<file path="src/hw/rtl/flog2_pkg.sv">
package flog2_pkg;

    // Field widths
    localparam int VAL_W       = 32;
    localparam int LZ_W        = 5;
    localparam int IDX_W       = 6;
    localparam int RECIP_W     = 8;
    localparam int RSCALE_W    = 10;
    localparam int TAB_W       = 32;
    localparam int TAB_SHIFT   = 29;
    localparam int RES_W       = 37;
    localparam int IN_TDATA_W  = ((VAL_W + 7) / 8) * 8;
    localparam int OUT_TDATA_W = ((RES_W + 7) / 8) * 8;

    // Fixed-point datapath widths (Q40 signed for dx and the polynomial)
    localparam int DX_FRAC  = 40;
    localparam int PROD_W   = VAL_W + RSCALE_W;
    localparam int BASE_W   = LZ_W + IDX_W + TAB_SHIFT + 1;
    localparam int DX_W     = PROD_W + 1;
    localparam int A1_W     = DX_W + 1;
    localparam int C0_W     = 40;
    localparam int SQ_W     = A1_W + DX_W - DX_FRAC + 1;
    localparam int INNER_W  = SQ_W + 1;
    localparam int LIN_W    = DX_W + C0_W - DX_FRAC + 1;
    localparam int POLY_W   = LIN_W + INNER_W - DX_FRAC + 1;
    localparam int SUM_W    = POLY_W + 1;

    // Pipeline depth of one rounding multiplier
    localparam int MUL_LAT  = 4;

    localparam logic [RSCALE_W-1:0] RECIP_BIAS = RSCALE_W'(257);
    localparam logic [BASE_W-1:0]   BASE_BIAS  = BASE_W'(1) << TAB_SHIFT;

    // Polynomial coefficients, nearest Q40
    localparam logic signed [63:0] POLY_C0_64 = 64'sd515899381640;
    localparam logic signed [63:0] POLY_C1_64 = -64'sd1690088650462;
    localparam logic signed [63:0] POLY_C2_64 = 64'sd3380719093183;
    localparam logic signed [63:0] DX_ONE_64  = 64'sd1 <<< DX_FRAC;

    localparam logic signed [C0_W-1:0]    POLY_C0   = C0_W'(POLY_C0_64);
    localparam logic signed [INNER_W-1:0] POLY_C2   = INNER_W'(POLY_C2_64);
    localparam logic signed [DX_W-1:0]    DX_ONE    = DX_W'(DX_ONE_64);
    // dx + C1 taken straight from the product: prod - 1.0 + C1
    localparam logic signed [A1_W-1:0]    A1_OFFSET = A1_W'(POLY_C1_64 - DX_ONE_64);

    // Normalizer to polynomial section
    typedef struct packed {
        logic              valid;
        logic              zero;
        logic [PROD_W-1:0] prod;
        logic [BASE_W-1:0] base;
    } flog2_norm_t;

    // One result
    typedef struct packed {
        logic             zero_input;
        logic [RES_W-1:0] log2_result;
    } flog2_res_t;

    localparam logic [RECIP_W-1:0] RECIP_TAB [1 << IDX_W] = '{
        8'd255, 8'd248, 8'd240, 8'd233, 8'd225, 8'd218, 8'd212, 8'd205,
        8'd199, 8'd192, 8'd186, 8'd180, 8'd175, 8'd169, 8'd164, 8'd158,
        8'd153, 8'd148, 8'd143, 8'd138, 8'd134, 8'd129, 8'd125, 8'd120,
        8'd116, 8'd112, 8'd108, 8'd104, 8'd100, 8'd96,  8'd92,  8'd88,
        8'd85,  8'd81,  8'd78,  8'd74,  8'd71,  8'd68,  8'd65,  8'd62,
        8'd59,  8'd56,  8'd53,  8'd50,  8'd47,  8'd44,  8'd41,  8'd39,
        8'd36,  8'd33,  8'd31,  8'd28,  8'd26,  8'd24,  8'd21,  8'd19,
        8'd17,  8'd14,  8'd12,  8'd10,  8'd8,   8'd6,   8'd4,   8'd2
    };

    // Segment offsets, scale 2^35
    localparam logic [TAB_W-1:0] BASE_TAB [1 << IDX_W] = '{
        32'd536870912,  32'd682398916,  32'd937091716,  32'd1103362014,
        32'd1382486880, 32'd1570799997, 32'd1664072623, 32'd1872638678,
        32'd1983759008, 32'd2213741774, 32'd2343750303, 32'd2482852922,
        32'd2516421264, 32'd2672857097, 32'd2721242383, 32'd2895923748,
        32'd2959916243, 32'd3031281479, 32'd3110202637, 32'd3196869810,
        32'd3164538868, 32'd3265651333, 32'd3245145759, 32'd3361388697,
        32'd3353276123, 32'd3350864557, 32'd3354278275, 32'd3363645664,
        32'd3379099398, 32'd3400776639, 32'd3428819239, 32'd3463373953,
        32'd3359437008, 32'd3405756636, 32'd3310825865, 32'd3369405046,
        32'd3283863116, 32'd3202468219, 32'd3125297270, 32'd3052429348,
        32'd2983945771, 32'd2919930186, 32'd2860468654, 32'd2805649749,
        32'd2755564656, 32'd2710307269, 32'd2669974306, 32'd2466913573,
        32'd2435010941, 32'd2408305329, 32'd2214485088, 32'd2196683046,
        32'd2008902480, 32'd1823597751, 32'd1818795892, 32'd1639837179,
        32'd1463481486, 32'd1472347728, 32'd1302668303, 32'd1135729139,
        32'd971571443,  32'd810237358,  32'd651769995,  32'd496213457
    };

endpackage

</file>
<file path="src/hw/rtl/flog2_norm.sv">
// Front end: leading-zero count and normalize, table lookup,
// reduced-argument product and segment base.
module flog2_norm
    import flog2_pkg::*;
(
    input  logic             clk,
    input  logic             rst_n,
    input  logic             en,
    input  logic             in_valid,
    input  logic [VAL_W-1:0] value,
    output flog2_norm_t      norm
);

    logic [LZ_W-1:0]     lz_next;
    logic [VAL_W-1:0]    m_next;
    logic [IDX_W-1:0]    idx;
    logic [RSCALE_W-1:0] rscale_next;
    logic [PROD_W-1:0]   prod_next;
    logic [BASE_W-1:0]   base_next;

    logic                s1_valid_reg;
    logic                s1_zero_reg;
    logic [LZ_W-1:0]     s1_lz_reg;
    logic [VAL_W-1:0]    s1_m_reg;

    logic                s2_valid_reg;
    logic                s2_zero_reg;
    logic [LZ_W-1:0]     s2_lz_reg;
    logic [IDX_W-1:0]    s2_idx_reg;
    logic [VAL_W-1:0]    s2_m_reg;
    logic [RSCALE_W-1:0] s2_rscale_reg;
    logic [TAB_W-1:0]    s2_tab_reg;

    logic                s3_valid_reg;
    logic                s3_zero_reg;
    logic [PROD_W-1:0]   s3_prod_reg;
    logic [BASE_W-1:0]   s3_base_reg;

    // Binary-search leading-zero count, shifting as it goes
    always_comb
    begin
        lz_next = '0;
        m_next  = value;
        for (int k = LZ_W - 1; k >= 0; k--)
        begin
            if ((m_next >> (VAL_W - (1 << k))) == '0)
            begin
                m_next     = m_next << (1 << k);
                lz_next[k] = 1'b1;
            end
        end
    end

    // Top mantissa bits below the leading one pick the segment
    assign idx         = s1_m_reg[VAL_W-2 -: IDX_W];
    assign rscale_next = RSCALE_W'(RECIP_TAB[idx]) + RECIP_BIAS;

    // m * (recip + 257), and (31 - lz) * 2^35 + idx * 2^29 - 2^29 + table
    assign prod_next = PROD_W'(s2_m_reg) * PROD_W'(s2_rscale_reg);
    assign base_next = BASE_W'({~s2_lz_reg, s2_idx_reg, {TAB_SHIFT{1'b0}}})
                     + BASE_W'(s2_tab_reg) - BASE_BIAS;

    // Valid bits
    always_ff @(posedge clk or negedge rst_n)
    begin
        if (!rst_n)
        begin
            s1_valid_reg <= 1'b0;
            s2_valid_reg <= 1'b0;
            s3_valid_reg <= 1'b0;
        end
        else if (en)
        begin
            s1_valid_reg <= in_valid;
            s2_valid_reg <= s1_valid_reg;
            s3_valid_reg <= s2_valid_reg;
        end
    end

    // Payload
    always_ff @(posedge clk)
    begin
        if (en)
        begin
            s1_zero_reg   <= (value == '0);
            s1_lz_reg     <= lz_next;
            s1_m_reg      <= m_next;

            s2_zero_reg   <= s1_zero_reg;
            s2_lz_reg     <= s1_lz_reg;
            s2_idx_reg    <= idx;
            s2_m_reg      <= s1_m_reg;
            s2_rscale_reg <= rscale_next;
            s2_tab_reg    <= BASE_TAB[idx];

            s3_zero_reg   <= s2_zero_reg;
            s3_prod_reg   <= prod_next;
            s3_base_reg   <= base_next;
        end
    end

    assign norm.valid = s3_valid_reg;
    assign norm.zero  = s3_zero_reg;
    assign norm.prod  = s3_prod_reg;
    assign norm.base  = s3_base_reg;

endmodule

</file>
<file path="config.mk">
export PLATFORM = sky130hd
export DESIGN_NAME = flog2_norm
export DESIGN_NICKNAME = d
export VERILOG_FILES = /design/src/hw/rtl/flog2_pkg.sv /design/src/hw/rtl/flog2_norm.sv
export SDC_FILE = /design/constraint.sdc
export NUM_CORES = 1
export LEC_CHECK = 0
export BUFFER_PORTS_ARGS = -buffer_cell sky130_fd_sc_hd__buf_2
export CAP_MARGIN = 20
export CORE_MARGIN = 1.5
export CORE_UTILIZATION = 62
export CTS_BUF_LIST = sky130_fd_sc_hd__clkbuf_16
export DETAILED_ROUTE_END_ITERATION = 8
export PLACE_DENSITY_LB_ADDON = 0.1
export SETUP_SLACK_MARGIN = 0.15
export SYNTH_ARGS = -nofsm -noshare
export SYNTH_HDL_FRONTEND = slang
export SYNTH_SLANG_ARGS = --single-unit
</file>
<file path="constraint.sdc">
create_clock -name clk -period 11 [get_ports clk]
set_input_delay 0.55 -clock clk [delete_from_list [all_inputs] [get_ports clk]]
set_output_delay 0.55 -clock clk [all_outputs]
set_load 0.01 [all_outputs]
</file>
==> impl_metrics.yaml, run 1 <==
hold_path:
  hold_path_class: "input port to flop"
timing:
  fin_crit_sh_pct: 63.7
  slew_violations: 0
  tightest_slew_ns: 1.06
  finalCriticalPeriod_ns: 7.01
  max_freq_mhz: 143
  hold_violations: 0
  max-slew-margin-rel_pct: 29.2
  finClkSkew_ns: 0.0133
  setup_tns_ns: 0
  rsz0062_at_grt: "false"
  setup_viol: 0
final_layout:
  drive_gt1_share_pct: 9.20
  n_antenna_cell: 0
  fillCellCount: 2737
  area_growth_syn_to_layout_pct: 6.96
  fin_nets: 2653
  largest_reg_flops: 42
  final_common_cell: "inv_1"
  mostFrequentLayoutCells: "inv_1, nand2_1, fa_1, edfxtp_1, and2_1"
flow_run:
  drv_cap: 0
logic_synthesis:
  synth_area_mm2: 0.0213
  synth_edf_count: 202
  synth_area_per_cell_um2: 9.48
  synth_cells: 2246
  synth_seq_cells: 205
  yosysWarnings: 0
  yosysSeqAreaShare_pct: 28.8
  syn-num-nets: 2634
  synth_cell_types: 74
  synth-main-ff-cell: "edfxtp_1"
  async_reset_ff_share_pct: 1.46
clocking:
  cts.sinks: 205
  clk_pin_slew_ns: 0.07
  clk_latency_ns: 0.54
  cts_tree: "done"
  cts_buffers: 24
  cts-root-buf: "clkbuf_16"
  cts_max_path_buffers: 3
  h-tree-depth: 1
  cts_resized: 0
setup_path:
  cp_max_fo: 32
  cpPeakStageDelay_ns: 0.99
  crit_family: "adder cells"
  r2r_setup_slack_ns: 3.99
  crit_arrival_ns: 7.29
  cp-end-kind: "flop"
  crit_buf_inv: 3
  cpMaxStageDelayCell: "edfxtp_1"
  critPathLaunchType: "flop"
  worstPathRequired_ns: 11.28
  cp_common_cell: "fa_1"
  path_cells: "nand2_1 > fa_1 > fa_1 > inv_1 > fa_1 > fa_1 > inv_1 > fa_1 > inv_1 > ha_1 > a2111oi_0 > o21ai_0 > nand3_1 > a21oi_1 > o211ai_1 > o21ai_0 > o21a_1 > a21oi_1 > nor3b_1 > a311o_1"
  worstSetupPathType: "flop to flop"
drt:
  drc_errors: 0
  dr_total_vias: 16367
  final_antenna_net_count: 0
  drt-total-wl_mm: 54.7
  dr.pass1.iters: 6
  wl_per_cell_um: 20.0
  drtIter0Drc: 1657
  vias_per_cell: 6.00
grt:
  grt_pass1_vias: 16694
  use_met1_pct: 44.9
  met2_usage_pct: 49.9
  grt_max_degree: 118
  use_met3_pct: 5.70
  grt_pass1_wl_mm: 88.8
  gr-usage-all-layers_pct: 31.7
  antenna_found_initial: 0
  grt-busiest-layer: "met2"
  grt_remaining_overflow: 0
outcome:
  status: "finished, final reports clean"
floorplanning:
  rows: 67
  die_h_um: 188
  die_x_um: 188
  pin_count: 121
  initial_core_util_pct: 63.2
  core_area_mm2: 0.0337
  dieArea_mm2: 0.0355
place:
  io_buffers: 120
  hpwl_mm: 40.5
  globalplace.congestion: 0.968
-- cells by family after synthesis --
family / after synthesis / synth area share [%]
compound gates: 464 / 13.4
xor+xnor: 50 / 2.06
mux: 60 / 3.37
buf+inv: 416 / 7.59
simple gates: 699 / 15.7
fa+ha+maj: 352 / 29.1
flops: 205 / 28.8
-- synth_stat cells, types with 8 or more instances --
library cell,instances,share of area (%)
xnor2_1,38,1.6
a21o_1,21,0.74
and3_1,11,0.32
nor3_1,30,0.70
a31oi_1,20,0.59
nand2b_1,17,0.50
ha_1,113,6.6
nor2_1,128,2.3
mux2i_1,39,1.8
nand2_1,268,4.7
inv_1,268,4.7
mux4_2,8,0.85
o211ai_1,23,0.81
o22ai_1,9,0.26
a21oi_1,170,4.0
fa_1,239,22
a211oi_1,24,0.85
nand3_1,29,0.68
buf_1,18,0.32
o21ai_0,116,2.7
xor2_1,12,0.49
and2_1,177,5.2
edfxtp_1,202,28
o21bai_1,10,0.35
clkbuf_1,114,2.0
-- worst paths after layout --
kind                                       startpoint                        end  cells after the start
max                        s2_rscale_reg[8]$_DFFE_PP_  s3_prod_reg[38]$_DFFE_PP_                     20
min                                          in_valid   s1_valid_reg$_DFFE_PN0P_                      2
max reg2reg                s2_rscale_reg[8]$_DFFE_PP_  s3_prod_reg[38]$_DFFE_PP_                     20
min reg2reg                s1_m_reg[31]$_SDFFCE_PP1P_     s2_m_reg[31]$_DFFE_PP_                      0
max in group asynchronous                       rst_n   s1_valid_reg$_DFFE_PN0P_                      2
min in group asynchronous                       rst_n   s3_valid_reg$_DFFE_PN0P_                      2
-- final cells by class --
class	count	area, um^2	share of cell area [%]
clock inverter	18	126	0.555
inverter	271	1020	4.48
clock buffer	25	626	2.75
tap	448	561	2.46
multi-input combinational	1625	13500	59.4
sequential	205	6140	27.0
timing repair buffer	138	767	3.37
-- layer usage --
layer	vias to the layer above	wire, um	part of all wire (%)
met5	-	0	0
met4	0	1530	2.8
met3	116	4900	9.0
met2	818	24600	45
met1	7898	23700	43
li1	7535	-	-
-- timing repair --
item / CTS / global route
hold buffers: 1 / 0
endpoints found under the setup margin: 0 / 0
endpoints found under the hold margin: 3 / 0
setup buffers: 0 / 0
-- per-stage QoR --
stage / cells / util (%) / cell area, um^2 / worst slack (ns) / hold slack [ns]
floorplan: 2246 / - / 21300 / 5.07 / 0.254
global placement: 2685 / 65.3 / 22000 / 4.18 / 0.347
detailed placement: 2685 / 65.3 / 22000 / 4.03 / 0.347
CTS: 2729 / 67.5 / 22800 / 4.00 / 0.239
global route: 2730 / 67.6 / 22800 / 3.61 / 0.259
finish: 2730 / 67.6 / 22800 / 3.99 / 0.255
Power of run 1 is left out: the tool's default activity adds up to more than one toggle a clock period on the data nets, which glitch-free logic cannot reach.
==> run 2: changes to the inputs <==
--- a/config.mk
+++ b/config.mk
@@ -8,7 +8,7 @@
 export BUFFER_PORTS_ARGS = -buffer_cell sky130_fd_sc_hd__buf_2
 export CAP_MARGIN = 20
 export CORE_MARGIN = 1.5
-export CORE_UTILIZATION = 62
+export CORE_UTILIZATION = 57
 export CTS_BUF_LIST = sky130_fd_sc_hd__clkbuf_16
 export DETAILED_ROUTE_END_ITERATION = 8
 export PLACE_DENSITY_LB_ADDON = 0.1
==> constraint.sdc (replaced) <==
create_clock -name clk -period 5.75 [get_ports clk]
set_input_delay 0.2875 -clock clk [delete_from_list [all_inputs] [get_ports clk]]
set_output_delay 0.2875 -clock clk [all_outputs]
set_load 0.01 [all_outputs]
==> impl_metrics.yaml, run 2 (synthesis gave the netlist of run 1 again) <==
timing:
  rsz0062_at_grt: "true"
  fin_crit_sh_pct: 102
  max-slew-margin-rel_pct: 35.5
  setup_viol: 6
  hold_violations: 0
  finClkSkew_ns: 0.0118
  finalCriticalPeriod_ns: 5.88
  fin_ws_ns: -0.131
  max_freq_mhz: 170
  tightest_slew_ns: 0.962
  slew_violations: 0
clocking:
  cts_max_path_buffers: 3
  clk_pin_slew_ns: 0.06
  cts-root-buf: "clkbuf_16"
  cts_tree: "done"
  cts_buffers: 25
  h-tree-depth: 1
  clk_latency_ns: 0.56
  cts.sinks: 205
drt:
  wl_per_cell_um: 20.0
  drc_errors: 0
  drt-total-wl_mm: 58.1
  dr.pass1.iters: 6
  drtIter0Drc: 1201
  dr_total_vias: 17009
  final_antenna_net_count: 0
  vias_per_cell: 5.86
setup_path:
  worstPathRequired_ns: 6.05
  crit_arrival_ns: 6.18
  worstSetupPathType: "flop to flop"
  critPathLaunchType: "flop"
  cp-end-kind: "flop"
  cp_max_fo: 6
flow_run:
  drv_cap: 0
final_layout:
  n_antenna_cell: 0
  final_common_cell: "nand2_1"
  multiInputGateArea_mm2: 0.0141
  regArea_mm2: 0.00614
  area_growth_syn_to_layout_pct: 15.7
  final_area_mm2: 0.0246
  fillCellCount: 2885
  largest_reg_flops: 42
  instances_no_fill: 2904
  drive_gt1_share_pct: 18.9
  fin_nets: 2805
  mostFrequentLayoutCells: "nand2_1, inv_1, fa_1, edfxtp_1, and2_1"
place:
  io_buffers: 120
  hpwl_mm: 42.9
  dp.cells: 2809
  placed_area_mm2: 0.0229
  globalplace.congestion: 0.982
outcome:
  status: "finished with violations"
  violations: "negative setup slack"
floorplanning:
  rows: 70
  die_h_um: 196
  core_area_mm2: 0.0367
  dieArea_mm2: 0.0385
  die_x_um: 196
  pin_count: 121
  initial_core_util_pct: 58.0
grt:
  grt_pass1_wl_mm: 91.7
  gr-usage-all-layers_pct: 30.3
  grt_max_degree: 105
  grt_pass1_vias: 16854
  grt_remaining_overflow: 0
  antenna_found_initial: 0
hold_path:
  hold_path_class: "input port to async pin"
[run 2: metrics by stage]
stage	hold WS (ns)	utilization, %	setup slack (ns)	TNS (ns)
floorplan	-0.00809	-	0.156	0
global placement	0.0847	62.3	-0.182	-0.824
detailed placement	0.0875	62.3	-0.390	-2.60
CTS	0.0293	66.0	-0.0151	-0.0297
global route	0.0648	67.1	-0.269	-1.82
finish	0.0532	67.1	-0.131	-0.559
[run 2: worst paths after layout]
kind                                   startpoint  cells past startpoint  slack, ns                         to
max                         s2_m_reg[3]$_DFFE_PP_                     22      -0.13  s3_prod_reg[41]$_DFFE_PP_
min                                         rst_n                      2       0.05   s2_valid_reg$_DFFE_PN0P_
max reg2reg                 s2_m_reg[3]$_DFFE_PP_                     22      -0.13  s3_prod_reg[41]$_DFFE_PP_
min reg2reg                s1_m_reg[17]$_DFFE_PP_                      0       0.41     s2_m_reg[17]$_DFFE_PP_
max in group asynchronous                   rst_n                      2       5.59   s1_valid_reg$_DFFE_PN0P_
min in group clk                         value[0]                      3       0.18      s1_m_reg[1]$_DFFE_PP_
[run 2: area by class of cell]
type                            instances  area share, %
Timing Repair Buffer                  289           8.35
Sequential cell                       205           24.9
Multi-Input combinational cell       1625           57.1
Clock inverter                         21          0.559
Clock buffer                           25           2.54
Inverter                              271           4.14
Tap cell                              468           2.38
[run 2: worst max-delay path, cell delays in order, from the launching register on]
cell,delay [ns]
edfxtp_1,0.50
and2_4,0.22
fa_2,0.39
fa_1,0.56
inv_2,0.05
fa_1,0.49
inv_2,0.04
fa_1,0.54
inv_2,0.04
fa_1,0.51
inv_2,0.05
ha_4,0.23
a2111oi_4,0.36
o21ai_2,0.15
nand4bb_1,0.14
o211ai_1,0.20
a41o_1,0.28
a21o_1,0.22
nand3_4,0.12
buf_6,0.12
nand2_4,0.06
a311oi_2,0.25
xnor2_1,0.11
[run 2: routing by layer]
metal	track usage (%)	wire length (um)	up-vias	share of wire (%)
li1	-	-	7861	-
met1	43.5	25600	8351	44
met2	48.0	26600	680	46
met3	4.31	4160	117	7.2
met4	8.97	1680	0	2.9
met5	0	0	-	0
[run 2: what timing repair did]
item                                    in CTS  in global routing
hold buffers                                 2                  0
pin swaps                                   92                 62
gates resized for setup                     79                 70
endpoints found under the setup margin      19                 18
cloned                                       1                  0
hold endpoints to repair                     4                  0
setup buffers                               27                 18
Power of run 2 is left out for the same reason.
==> run 3: changes to the inputs <==
--- a/config.mk
+++ b/config.mk
@@ -7,8 +7,10 @@
 export LEC_CHECK = 0
 export BUFFER_PORTS_ARGS = -buffer_cell sky130_fd_sc_hd__buf_2
 export CAP_MARGIN = 20
+export CELL_PAD_IN_SITES_DETAIL_PLACEMENT = 0
+export CELL_PAD_IN_SITES_GLOBAL_PLACEMENT = 2
 export CORE_MARGIN = 1.5
-export CORE_UTILIZATION = 57
+export CORE_UTILIZATION = 37
 export CTS_BUF_LIST = sky130_fd_sc_hd__clkbuf_16
 export DETAILED_ROUTE_END_ITERATION = 8
 export PLACE_DENSITY_LB_ADDON = 0.1
==> impl_metrics.yaml, run 3 (synthesis gave the netlist of run 1 again) <==
floorplanning:
  die_h_um: 243
  die_x_um: 243
  initial_core_util_pct: 37.6
  dieArea_mm2: 0.0590
  pin_count: 121
  core_area_mm2: 0.0566
  rows: 87
grt:
  grt_remaining_overflow: 0
  grt_max_degree: 160
  grt_pass1_wl_mm: 97.2
  gr-usage-all-layers_pct: 20.9
  grt_pass1_vias: 16781
  antenna_found_initial: 1
drt:
  wl_per_cell_um: 19.3
  vias_per_cell: 5.15
  drc_errors: 0
  dr.pass1.iters: 6
  drt-total-wl_mm: 61.7
  drtIter0Drc: 1118
  final_antenna_net_count: 0
  dr_total_vias: 16436
place:
  hpwl_mm: 47.2
  io_buffers: 120
  globalplace.congestion: 0.892
  pre_cts_ws_ns: -0.340
clocking:
  cts.sinks: 205
  cts_buffers: 26
  cts_max_path_buffers: 3
  cts_tree: "done"
  clk_latency_ns: 0.58
  clk_pin_slew_ns: 0.06
  h-tree-depth: 1
  cts-root-buf: "clkbuf_16"
setup_path:
  critPathLaunchType: "flop"
  cpMaxStageDelayCell: "fa_2"
  cpPeakStageDelay_ns: 0.54
  cp-end-kind: "flop"
  r2r_setup_slack_ns: -0.05
  worstSetupPathType: "flop to flop"
  startpoint: "s2_m_reg[6]$_DFFE_PP_"
  worstSetupEndpoint: "s3_prod_reg[39]$_DFFE_PP_"
  r2r-end: "s3_prod_reg[39]$_DFFE_PP_"
  r2r_cells: 23
  timing.rr.start: "s2_m_reg[6]$_DFFE_PP_"
  path_cells: "buf_4 > buf_4 > and2_1 > fa_2 > fa_1 > fa_1 > fa_1 > inv_1 > fa_1 > inv_1 > ha_1 > buf_4 > nand4_1 > a21oi_2 > nand4bb_1 > o211ai_1 > buf_4 > a41o_1 > a21o_1 > nand3_4 > o311ai_4 > a21oi_2 > xnor2_1"
  cp_max_fo: 5
  crit_arrival_ns: 6.12
  worstPathRequired_ns: 6.07
final_layout:
  final_common_cell: "inv_1"
  area_growth_syn_to_layout_pct: 17.1
  mostFrequentLayoutCells: "inv_1, nand2_1, fa_1, edfxtp_1, and2_1"
  drive_gt1_share_pct: 18.0
  fin_nets: 2806
  n_antenna_cell: 0
  largest_reg_flops: 42
timing:
  tightest_slew_ns: 1.09
  fin_ws_ns: -0.0475
  fin_crit_sh_pct: 101
  whs_ns: 0.0563
  rsz0062_at_grt: "true"
  max_freq_mhz: 172
  slew_violations: 0
  max-slew-margin-rel_pct: 27.2
  hold_violations: 0
  finalCriticalPeriod_ns: 5.80
  finClkSkew_ns: 0.0191
  setup_viol: 2
  setup_tns_ns: -0.0485
outcome:
  status: "finished with violations"
  violations: "negative setup slack"
flow_run:
  drv_cap: 0
hold_path:
  hold_path_class: "input port to async pin"
==> run 3: cell types whose count changed in the layout (fill, tap and decap cells not counted), moves of 5 or more <==
cell	delta
inv_2	-9
ha_1	+8
ha_4	-7
inv_1	+7
and2_1	+5
and2_4	-5
==> run 3: metrics by stage <==
step	instance area, um^2	util, %	std cells
finish	24900	44.1	3194
global route	24900	44.1	3194
CTS	24600	43.5	3181
detailed placement	23400	41.3	3111
global placement	23400	41.3	3111
floorplan	21400	-	2246
==> run 3: worst min-delay path by stage <==
stage	start	end	slack, ns	depth (start not counted)
2_1_floorplan	rst_n	s1_valid_reg$_DFFE_PN0P_	-0.008	0
3_3_place_gp	rst_n	s1_valid_reg$_DFFE_PN0P_	0.08	1
3_5_place_dp	rst_n	s1_valid_reg$_DFFE_PN0P_	0.09	1
4_1_cts	rst_n	s1_valid_reg$_DFFE_PN0P_	0.008	2
5_1_grt	rst_n	s1_valid_reg$_DFFE_PN0P_	0.05	2
6_report	rst_n	s3_valid_reg$_DFFE_PN0P_	0.06	2
==> run 3: cell type report <==
class	instances	area [um^2]
Multi-Input combinational cell	1625	13900
Fill cell	5574	31700
Clock inverter	22	214
Inverter	271	1020
Timing Repair Buffer	289	2040
Sequential cell	205	6140
Clock buffer	26	651
Tap cell	756	946
==> run 3: repair_timing <==
action,in CTS,in global routing
hold buffers,2,0
pin swaps,35,49
endpoints found under the hold margin,4,0
endpoints found under the setup margin,18,22
gates resized for setup,55,58
setup buffers,20,13
==> run 3: routing by layer <==
layer  vias up  share of wire (%)  GRT usage [%]
met5         -              0.018              0
met1      8081                 48           30.6
met2       405                 44           32.3
met4         2                2.5           5.74
met3        92                4.9           2.74
li1       7856                  -              -
==> run 3: critical path, delay by kind of cell, from the launching register on <==
family                   cells  cell delay (ns)
adder cells (fa/ha/maj)      6             2.81
AND/OR/NAND/NOR              4             0.51
buffers and inverters        6             0.68
XOR/XNOR                     1             0.13
AO/OA/AOI/OAI                6             0.99
flip-flops                   1             0.42
Power of run 3 is left out for the same reason.
